===== src/rtl/id_allocator_free_queue_unit_macros.svh =====
// Assertion macros for the identifier allocator.
`ifndef ID_ALLOCATOR_FREE_QUEUE_UNIT_MACROS_SVH
`define ID_ALLOCATOR_FREE_QUEUE_UNIT_MACROS_SVH

`ifndef SYNTH
// checked only outside reset
`define IDAFQ_ASSERT(label, clk, rst, prop, msg) \
   label: assert property (@(posedge clk) disable iff (rst) (prop)) else $error(msg);
// checked at every edge, reset included
`define IDAFQ_ASSERT_ALWAYS(label, clk, prop, msg) \
   label: assert property (@(posedge clk) (prop)) else $error(msg);
`else
`define IDAFQ_ASSERT(label, clk, rst, prop, msg)
`define IDAFQ_ASSERT_ALWAYS(label, clk, prop, msg)
`endif

`endif


===== src/rtl/idafq_pkg.sv =====
// Shared types and constants of the identifier allocator.
package idafq_pkg;

   localparam int ID_W       = 16;
   localparam int FRESH_W    = 17;
   localparam int STATUS_W   = 3;
   localparam int CSR_IDX_W  = 3;
   localparam int CSR_DATA_W = 16;
   localparam int RCOUNT_W   = 3;

   localparam logic [FRESH_W-1:0] FRESH_SPENT = 17'h10000;

   localparam logic ACT_ALLOCATE = 1'b0;
   localparam logic ACT_RELEASE  = 1'b1;

   localparam logic [STATUS_W-1:0] ST_ALLOCATED = 3'd0;
   localparam logic [STATUS_W-1:0] ST_QUEUED    = 3'd1;
   localparam logic [STATUS_W-1:0] ST_IGNORED   = 3'd2;
   localparam logic [STATUS_W-1:0] ST_FULL      = 3'd3;
   localparam logic [STATUS_W-1:0] ST_EXHAUSTED = 3'd4;

   localparam logic [CSR_IDX_W-1:0] CSR_UNIQUE_MODE    = 3'd0;
   localparam logic [CSR_IDX_W-1:0] CSR_RESERVED_COUNT = 3'd1;
   localparam logic [CSR_IDX_W-1:0] CSR_RESERVED_ID_0  = 3'd2;

   typedef enum logic [4:0] {
      S_IDLE  = 5'b00001,
      S_EVAL  = 5'b00010,
      S_FETCH = 5'b00100,
      S_SKIP  = 5'b01000,
      S_EMIT  = 5'b10000
   } state_type;

   typedef struct packed {
      logic latch_req;
      logic release_op;
      logic pop;
      logic skip_start;
      logic skip_step;
      logic skip_finish;
      logic fetch_load;
      logic emit;
   } cmd_type;

   typedef struct packed {
      logic is_release;
      logic queue_empty;
      logic cand_hit;
      logic out_free;
   } stat_type;

endpackage


===== src/rtl/idafq_ctrl.sv =====
// Sequencer of the identifier allocator: walks one request through its steps.
module idafq_ctrl (
   input  logic               clock,
   input  logic               reset,
   input  logic               req_valid,
   output logic               req_ready,
   input  idafq_pkg::stat_type stat,
   output idafq_pkg::cmd_type  cmd
);
   import idafq_pkg::*;

   state_type state_ff, state_in;

   always_ff @(posedge clock) begin
      if (reset) begin
         state_ff <= S_IDLE;
      end else begin
         state_ff <= state_in;
      end
   end

   assign req_ready = (state_ff == S_IDLE);

   always_comb begin
      state_in = state_ff;
      cmd      = '0;
      unique case (state_ff)
         S_IDLE: begin
            if (req_valid) begin
               cmd.latch_req = 1'b1;
               state_in      = S_EVAL;
            end
         end
         S_EVAL: begin
            if (stat.is_release) begin
               cmd.release_op = 1'b1;
               state_in       = S_EMIT;
            end else if (!stat.queue_empty) begin
               cmd.pop  = 1'b1;
               state_in = S_FETCH;
            end else begin
               cmd.skip_start = 1'b1;
               state_in       = S_SKIP;
            end
         end
         S_FETCH: begin
            cmd.fetch_load = 1'b1;
            state_in       = S_EMIT;
         end
         S_SKIP: begin
            // one reserved value stepped over per cycle
            if (stat.cand_hit) begin
               cmd.skip_step = 1'b1;
            end else begin
               cmd.skip_finish = 1'b1;
               state_in        = S_EMIT;
            end
         end
         S_EMIT: begin
            if (stat.out_free) begin
               cmd.emit = 1'b1;
               state_in = S_IDLE;
            end
         end
         default: begin
            state_in = S_IDLE;
         end
      endcase
   end

endmodule


===== src/rtl/idafq_dp.sv =====
// Datapath of the identifier allocator: free queue, counter, config and output register.
module idafq_dp #(
   parameter int FREE_DEPTH     = 256,
   parameter int RESERVED_SLOTS = 4
) (
   input  logic                                 clock,
   input  logic                                 reset,
   input  idafq_pkg::cmd_type                   cmd,
   output idafq_pkg::stat_type                  stat,
   input  logic                                 req_action,
   input  logic [idafq_pkg::ID_W-1:0]           req_release_id,
   input  logic                                 csr_we,
   input  logic [idafq_pkg::CSR_IDX_W-1:0]      csr_index,
   input  logic [idafq_pkg::CSR_DATA_W-1:0]     csr_data,
   output logic                                 rsp_valid,
   input  logic                                 rsp_ready,
   output logic [idafq_pkg::ID_W-1:0]           rsp_result_id,
   output logic [idafq_pkg::STATUS_W-1:0]       rsp_status
);
   import idafq_pkg::*;

   localparam int PTR_W = (FREE_DEPTH > 1) ? $clog2(FREE_DEPTH) : 1;
   localparam int CNT_W = $clog2(FREE_DEPTH + 1);
   localparam logic [PTR_W-1:0] PTR_LAST = PTR_W'(FREE_DEPTH - 1);
   localparam logic [CNT_W-1:0] CNT_FULL = CNT_W'(FREE_DEPTH);
   localparam logic [RCOUNT_W-1:0] SLOTS = RCOUNT_W'(RESERVED_SLOTS);

   // configuration
   logic                unique_mode_ff;
   logic [RCOUNT_W-1:0] reserved_count_ff;
   logic [ID_W-1:0]     reserved_id_ff [RESERVED_SLOTS];

   // latched request
   logic            req_action_ff;
   logic [ID_W-1:0] req_id_ff;

   // queue and counter
   logic [ID_W-1:0]    mem [FREE_DEPTH];
   logic [ID_W-1:0]    mem_rd_ff;
   logic [PTR_W-1:0]   head_ff, head_in;
   logic [PTR_W-1:0]   tail_ff, tail_in;
   logic [CNT_W-1:0]   count_ff, count_in;
   logic [FRESH_W-1:0] next_fresh_ff, next_fresh_in;
   logic [FRESH_W-1:0] cand_ff, cand_in;

   // pending result and output register
   logic [ID_W-1:0]     res_id_ff, res_id_in;
   logic [STATUS_W-1:0] res_status_ff, res_status_in;
   logic                rsp_valid_ff, rsp_valid_in;
   logic [ID_W-1:0]     rsp_id_ff;
   logic [STATUS_W-1:0] rsp_status_ff;

   logic [RCOUNT_W-1:0]     n_active;
   logic [RESERVED_SLOTS-1:0] slot_hit;
   logic                    queue_full;
   logic                    do_queue;

   always_ff @(posedge clock) begin
      if (reset) begin
         unique_mode_ff    <= 1'b0;
         reserved_count_ff <= '0;
      end else if (csr_we) begin
         if (csr_index == CSR_UNIQUE_MODE) begin
            unique_mode_ff <= csr_data[0];
         end
         if (csr_index == CSR_RESERVED_COUNT) begin
            reserved_count_ff <= csr_data[RCOUNT_W-1:0];
         end
      end
   end

   for (genvar g = 0; g < RESERVED_SLOTS; g++) begin : g_slot
      always_ff @(posedge clock) begin
         if (reset) begin
            reserved_id_ff[g] <= '0;
         end else if (csr_we && (csr_index == CSR_RESERVED_ID_0 + CSR_IDX_W'(g))) begin
            reserved_id_ff[g] <= csr_data[ID_W-1:0];
         end
      end
      assign slot_hit[g] = (RCOUNT_W'(g) < n_active) && (reserved_id_ff[g] == cand_ff[ID_W-1:0]);
   end

   assign n_active   = (reserved_count_ff > SLOTS) ? SLOTS : reserved_count_ff;
   assign queue_full = (count_ff == CNT_FULL);
   assign do_queue   = !unique_mode_ff && !queue_full;

   assign stat.is_release  = (req_action_ff == ACT_RELEASE);
   assign stat.queue_empty = (count_ff == '0);
   assign stat.cand_hit    = !cand_ff[FRESH_W-1] && (|slot_hit);
   assign stat.out_free    = !rsp_valid_ff || rsp_ready;

   always_ff @(posedge clock) begin
      if (cmd.latch_req) begin
         req_action_ff <= req_action;
         req_id_ff     <= req_release_id;
      end
   end

   always_ff @(posedge clock) begin
      if (cmd.release_op && do_queue) begin
         mem[tail_ff] <= req_id_ff;
      end
      if (cmd.pop) begin
         mem_rd_ff <= mem[head_ff];
      end
   end

   always_comb begin
      head_in       = head_ff;
      tail_in       = tail_ff;
      count_in      = count_ff;
      next_fresh_in = next_fresh_ff;
      cand_in       = cand_ff;
      res_id_in     = res_id_ff;
      res_status_in = res_status_ff;
      if (cmd.release_op) begin
         res_id_in = req_id_ff;
         if (unique_mode_ff) begin
            res_status_in = ST_IGNORED;
         end else if (queue_full) begin
            res_status_in = ST_FULL;
         end else begin
            res_status_in = ST_QUEUED;
            tail_in       = (tail_ff == PTR_LAST) ? '0 : tail_ff + 1'b1;
            count_in      = count_ff + 1'b1;
         end
      end
      if (cmd.pop) begin
         head_in  = (head_ff == PTR_LAST) ? '0 : head_ff + 1'b1;
         count_in = count_ff - 1'b1;
      end
      if (cmd.fetch_load) begin
         res_id_in     = mem_rd_ff;
         res_status_in = ST_ALLOCATED;
      end
      if (cmd.skip_start) begin
         cand_in = next_fresh_ff;
      end
      if (cmd.skip_step) begin
         cand_in = cand_ff + 1'b1;
      end
      if (cmd.skip_finish) begin
         if (!cand_ff[FRESH_W-1]) begin
            res_id_in     = cand_ff[ID_W-1:0];
            res_status_in = ST_ALLOCATED;
            next_fresh_in = cand_ff + 1'b1;
         end else begin
            res_id_in     = '0;
            res_status_in = ST_EXHAUSTED;
            next_fresh_in = FRESH_SPENT;
         end
      end
   end

   always_ff @(posedge clock) begin
      if (reset) begin
         head_ff       <= '0;
         tail_ff       <= '0;
         count_ff      <= '0;
         next_fresh_ff <= '0;
      end else begin
         head_ff       <= head_in;
         tail_ff       <= tail_in;
         count_ff      <= count_in;
         next_fresh_ff <= next_fresh_in;
      end
   end

   always_ff @(posedge clock) begin
      cand_ff       <= cand_in;
      res_id_ff     <= res_id_in;
      res_status_ff <= res_status_in;
   end

   always_comb begin
      rsp_valid_in = rsp_valid_ff;
      if (cmd.emit) begin
         rsp_valid_in = 1'b1;
      end else if (rsp_ready) begin
         rsp_valid_in = 1'b0;
      end
   end

   always_ff @(posedge clock) begin
      if (reset) begin
         rsp_valid_ff <= 1'b0;
      end else begin
         rsp_valid_ff <= rsp_valid_in;
      end
   end

   always_ff @(posedge clock) begin
      if (cmd.emit) begin
         rsp_id_ff     <= res_id_ff;
         rsp_status_ff <= res_status_ff;
      end
   end

   assign rsp_valid     = rsp_valid_ff;
   assign rsp_result_id = rsp_id_ff;
   assign rsp_status    = rsp_status_ff;

endmodule


===== src/rtl/id_allocator_free_queue_unit.sv =====
// Top level of the identifier allocator with a queue of released identifiers.
//
//   channel   direction  handshake            payload
//   req       in         req_valid/req_ready  req_action, req_release_id
//   rsp       out        rsp_valid/rsp_ready  rsp_result_id, rsp_status
//   csr       in         csr_valid/csr_ready  csr_index, csr_data
//
// One request at a time: a release passes IDLE, EVAL and EMIT; an allocate from
// the queue adds FETCH (registered memory read) before EMIT, one from the counter
// adds SKIP to step over reserved values; EMIT fills the output register.
// A new request is taken while the previous result waits in the output register;
// its result then holds until rsp_ready frees that register.
// Synchronous reset; the queue memory needs no clearing, only its pointers and fill count reset.
module id_allocator_free_queue_unit #(
   parameter int FREE_DEPTH     = 256,
   parameter int RESERVED_SLOTS = 4
) (
   input  logic                             clock,
   input  logic                             reset,
   input  logic                             req_valid,
   output logic                             req_ready,
   input  logic                             req_action,
   input  logic [idafq_pkg::ID_W-1:0]       req_release_id,
   output logic                             rsp_valid,
   input  logic                             rsp_ready,
   output logic [idafq_pkg::ID_W-1:0]       rsp_result_id,
   output logic [idafq_pkg::STATUS_W-1:0]   rsp_status,
   input  logic                             csr_valid,
   output logic                             csr_ready,
   input  logic [idafq_pkg::CSR_IDX_W-1:0]  csr_index,
   input  logic [idafq_pkg::CSR_DATA_W-1:0] csr_data
);
   import idafq_pkg::*;

`include "id_allocator_free_queue_unit_macros.svh"

   cmd_type  cmd;
   stat_type stat;

   assign csr_ready = 1'b1;

   idafq_ctrl u_ctrl (
      .clock     (clock),
      .reset     (reset),
      .req_valid (req_valid),
      .req_ready (req_ready),
      .stat      (stat),
      .cmd       (cmd)
   );

   idafq_dp #(
      .FREE_DEPTH     (FREE_DEPTH),
      .RESERVED_SLOTS (RESERVED_SLOTS)
   ) u_dp (
      .clock          (clock),
      .reset          (reset),
      .cmd            (cmd),
      .stat           (stat),
      .req_action     (req_action),
      .req_release_id (req_release_id),
      .csr_we         (csr_valid && csr_ready),
      .csr_index      (csr_index),
      .csr_data       (csr_data),
      .rsp_valid      (rsp_valid),
      .rsp_ready      (rsp_ready),
      .rsp_result_id  (rsp_result_id),
      .rsp_status     (rsp_status)
   );

   `IDAFQ_ASSERT(a_busy_after_accept, clock, reset, (req_valid && req_ready) |=> !req_ready, "request accepted while busy")
   `IDAFQ_ASSERT(a_emit_into_free, clock, reset, cmd.emit |-> (!rsp_valid || rsp_ready), "result overwrote a waiting result")
   `IDAFQ_ASSERT(a_one_step, clock, reset, $onehot0({cmd.release_op, cmd.pop, cmd.skip_start, cmd.fetch_load, cmd.skip_finish}), "two request steps at once")
   `IDAFQ_ASSERT(a_emit_shows, clock, reset, cmd.emit |=> (rsp_valid && req_ready), "emitted result not shown")
   `IDAFQ_ASSERT_ALWAYS(a_reset_idle, clock, reset |=> (!rsp_valid && req_ready), "not idle after reset")

endmodule


===== config.mk =====
export PLATFORM = sky130hd
export DESIGN_NAME = id_allocator_free_queue_unit
export DESIGN_NICKNAME = d
export VERILOG_FILES = /design/src/rtl/idafq_pkg.sv /design/src/rtl/idafq_ctrl.sv /design/src/rtl/idafq_dp.sv /design/src/rtl/id_allocator_free_queue_unit.sv
export VERILOG_INCLUDE_DIRS = /design/src /design/src/rtl
export SDC_FILE = /design/constraint.sdc
export NUM_CORES = 2
export LEC_CHECK = 0
export ABC_AREA = 1
export BUFFER_PORTS_ARGS = -buffer_cell sky130_fd_sc_hd__buf_2
export CORE_MARGIN = 5
export CORE_UTILIZATION = 33
export DETAILED_ROUTE_END_ITERATION = 12
export PLACE_DENSITY_LB_ADDON = 0.15
export SKIP_LAST_GASP = 1
export SLEW_MARGIN = 5
export SYNTH_ARGS = -nofsm -noshare
export SYNTH_HDL_FRONTEND = slang
export SYNTH_MEMORY_MAX_BITS = 65536
export SYNTH_SLANG_ARGS = --single-unit

===== constraint.sdc =====
create_clock -name clock -period 4.5 [get_ports clock]
set_clock_uncertainty 0.05 [all_clocks]
set_input_delay 0.45 -clock clock [delete_from_list [all_inputs] [get_ports clock]]
set_output_delay 0.45 -clock clock [all_outputs]
set_load 0.01 [all_outputs]

==> run_results.csv <==
group,metric,value,unit
die,core,525000,um2
routing,drt_iter0_markers,11900,
cts,htree_levels,5,
logic_synthesis,ys.flop_type,"edfxtp_1",
final_layout,syn_to_final_growth,14.9,%
routing,drtAntennaViolNets,0,
hold_path,min_path_type,"in2reg",
global_routing,track_usage,21.0,%
global_routing,antenna_found_initial,39,
final_layout,fin_nets,14800,
timing,min_period_over_period,89.8,%
logic_synthesis,synth_top_area_share,73.3,%
logic_synthesis,ys_ff_latch,4300,
timing,fin_tns_setup,0,ps
pwr,p_per_area,420,nW/um2
flow_run,cap_violations,0,
logic_synthesis,synth_edf_count,4248,
placement,place_area,185000,um2
cts,root_buffer,"clkbuf_16",
routing,wl,588000,um
placement,dpl_worst_slack,448,ps
routing,avgRoutedWirePerCell,26.7,um
hold_path,hold_depth,2,
logic_synthesis,synth_nets,14500,
final_layout,drive_gt1_share,9.42,%
die,pin_count,63,
logic_synthesis,synthAdderAreaFrac,0.112,%
logic_synthesis,syn_area_per_cell,12.1,um2
timing,min_period,4040,ps
logic_synthesis,async_flop_share,0,%
hold_path,min_from,"req_release_id[4]",
timing,timing.hold.ws,101,ps
placement,gp_congestion,0.844,
setup_path,cp_data_required_time,5200,ps
status,status,"finished, final reports clean",
logic_synthesis,yosys-top-cells-count,"4248 x edfxtp_1, 3512 x nor2_1, 2110 x o21ai_0",
die,initial_core_util,33.1,%
timing,fmax,0.248,GHz
logic_synthesis,syn_inst,14400,
setup_path,critPathLaunchType,"flip-flop",
logic_synthesis,yosysMostFrequentCell,"edfxtp_1",
cts,cts_buffers,458,
timing,setup_violations,0,
cts,post_cts_buffers,0,
final_layout,final_area,200000,um2
timing,setup_slack,461,ps
global_routing,grt_max_degree,140,
pwr,peakVddDrop,0.000355,V
die,fp.dieH,736,um
timing,max_slew_margin,7.85,%
setup_path,critPathArrivalTime,4730,ps
logic_synthesis,ys_top_cells_by_area,"edfxtp_1 73%, nor2_1 7.6%, o21ai_0 6.1%",
global_routing,grt_pass1_wl,832000,um
final_layout,fillers,50800,
pwr,p_leak,67.5,nW
routing,num_vias,114000,
logic_synthesis,yosysUniqueCellTypes,45,
die,dieArea,542000,um2
logic_synthesis,ys_warn_count,0,
cts,clk_pin_slew,60,ps
routing,first_pass_iters,6,
logic_synthesis,synth_compound_area_share,9.58,%
timing,hold_viol_final,0,
setup_path,worst-setup-path-type,"reg2reg",
setup_path,rr_startpoint,"u_dp.head_ff[0]$_SDFFE_PP0P_",
placement,post-dp-hpwl,351000,um
logic_synthesis,seq_area_frac_synth,73.9,%
final_layout,utilization,38.1,%
timing,finalMaxSlewViolations,0,
logic_synthesis,synthXorXnorAreaFrac,0.171,%
logic_synthesis,syn_area,174000,um2
global_routing,overflow,0,
cts,clock_latency,1060,ps
routing,viasPerCell,5.15,
setup_path,endpoint_kind,"flip-flop",
logic_synthesis,synthSimpleGateAreaFrac,12.9,%
setup_path,worstRegToRegCells,16,
timing,worst_pin_slew,1380,ps
setup_path,path_max_fanout,76,
routing,drc,0,
setup_path,r2r_slack,460,ps
placement,io_buffer_count,61,
logic_synthesis,synth_top_family_by_area,"simple AND/OR/NAND/NOR gates",
cts,clockBufferDepth,4,
die,die_w,736,um
hold_path,hold-path-endpoint,"u_dp.req_id_ff[4]$_DFFE_PP_",
cts,cts_tree,"yes",
timing,rsz0062_at_grt,"false",
cts,clock-sinks,4300,
die,rows,266,
setup_path,r2r-end,"u_dp.mem_rd_ff[4]$_DFFE_PP_",
logic_synthesis,yosysTopAreaCell,"edfxtp_1",
logic_synthesis,synth.mux.area_fraction,0.00575,%
global_routing,grt_pass1_vias,107000,
==> power by group <==
group          switching (W)  internal [W]
combinational        0.00206      0.000396
clock                 0.0161        0.0207
sequential          0.000136        0.0447
total                 0.0183        0.0658
==> cells in the final DEF (no fill, tap or decap), types with 120 or more instances in the layout <==
master     instances
buf_4            547
edfxtp_1        4248
o21ai_0         2110
clkbuf_1         129
nand2_1         1542
buf_12           120
clkinv_1         134
o21ai_1          140
inv_1            309
clkbuf_16        461
o22ai_1          137
nor2_1          3502
o211ai_1         440
nand3_1          569
a21oi_1          189
==> layer usage <==
metal	GRT usage (%)	part of all wire, %	vias to the layer above
met1	30.3	46	57600
met5	0	0.0093	-
met2	33.5	46	3375
li1	-	-	51800
met4	5.17	2.6	10
met3	2.77	5.5	707
==> state kept, by name (all words and copies together), names as in the netlist <==
register / flops
u_ctrl.state_ff: 5
u_dp.cand_ff: 17
u_dp.count_ff: 9
u_dp.head_ff: 8
u_dp.mem: 4096
u_dp.mem_rd_ff: 16
u_dp.next_fresh_ff: 17
u_dp.req_action_ff: 1
u_dp.req_id_ff: 16
u_dp.res_id_ff: 16
u_dp.res_status_ff: 3
u_dp.reserved_count_ff: 3
u_dp.reserved_id_ff: 64
u_dp.rsp_result_id: 16
u_dp.rsp_status: 3
u_dp.rsp_valid: 1
u_dp.tail_ff: 8
u_dp.unique_mode_ff: 1
==> how the worst max path moves through the flow <==
stage | start | end
after detailed placement | u_dp.head_ff[0]$_SDFFE_PP0P_ | u_dp.mem_rd_ff[4]$_DFFE_PP_
after floorplan | u_dp.req_id_ff[0]$_DFFE_PP_ | u_dp.mem[0][0]$_DFFE_PP_
final | u_dp.head_ff[0]$_SDFFE_PP0P_ | u_dp.mem_rd_ff[4]$_DFFE_PP_
after CTS | u_dp.head_ff[0]$_SDFFE_PP0P_ | u_dp.mem_rd_ff[4]$_DFFE_PP_
after global placement | u_dp.head_ff[0]$_SDFFE_PP0P_ | u_dp.mem_rd_ff[4]$_DFFE_PP_
after global routing | u_dp.head_ff[0]$_SDFFE_PP0P_ | u_dp.mem_rd_ff[4]$_DFFE_PP_
==> what timing repair did <==
| item | 4_1_cts | 5_1_grt |
|---|---|---|
| setup endpoints to repair | 0 | 0 |
| endpoints found under the hold margin | 129 | 0 |
| gates resized for setup | 0 | 0 |
| hold buffers | 47 | 0 |
==> cell families (layout without fill, tap and decap cells) <==
logic type,Yosys count,count (layout)
buf+inv,1276,1949
compound gates,3057,3057
xor+xnor,34,34
mux,1,1
fa+ha+maj,15,15
other cells,1,14
simple gates,5737,5737
flops,4300,4300
==> layout make-up <==
type | instances | area [um2] | area share (%)
clock inverter | 236 | 2150 | 1.08
antenna | 13 | 32.5 | 0.0163
timing repair buffer | 775 | 7280 | 3.64
sequential | 4300 | 129000 | 64.3
inverter | 342 | 1320 | 0.662
clock buffer | 596 | 12100 | 6.05
tap | 6968 | 8720 | 4.36
multi-input combinational | 8845 | 39800 | 19.9
==> per-stage QoR <==
step,cells,total power [W]
after floorplan,14400,0.0468
after global placement,21200,0.0481
after detailed placement,21200,0.0482
after CTS,22100,0.0848
after global routing,22100,0.0866
final,22100,0.0840
==> critical path: stages, from the launching register on <==
cell     delay, ps
dfxtp_4        760
buf_4          260
buf_12         240
buf_4          380
nand2_1         90
nand3_1         80
o21ai_0         90
nand2_1        160
nand2_1         80
nor2_1         270
nand2_1        240
nand3_1        240
nand2_1         80
nand2_1        100
nand2_1         90
inv_1          330
nand2_1         90
(Power assumes the default switching activity.)
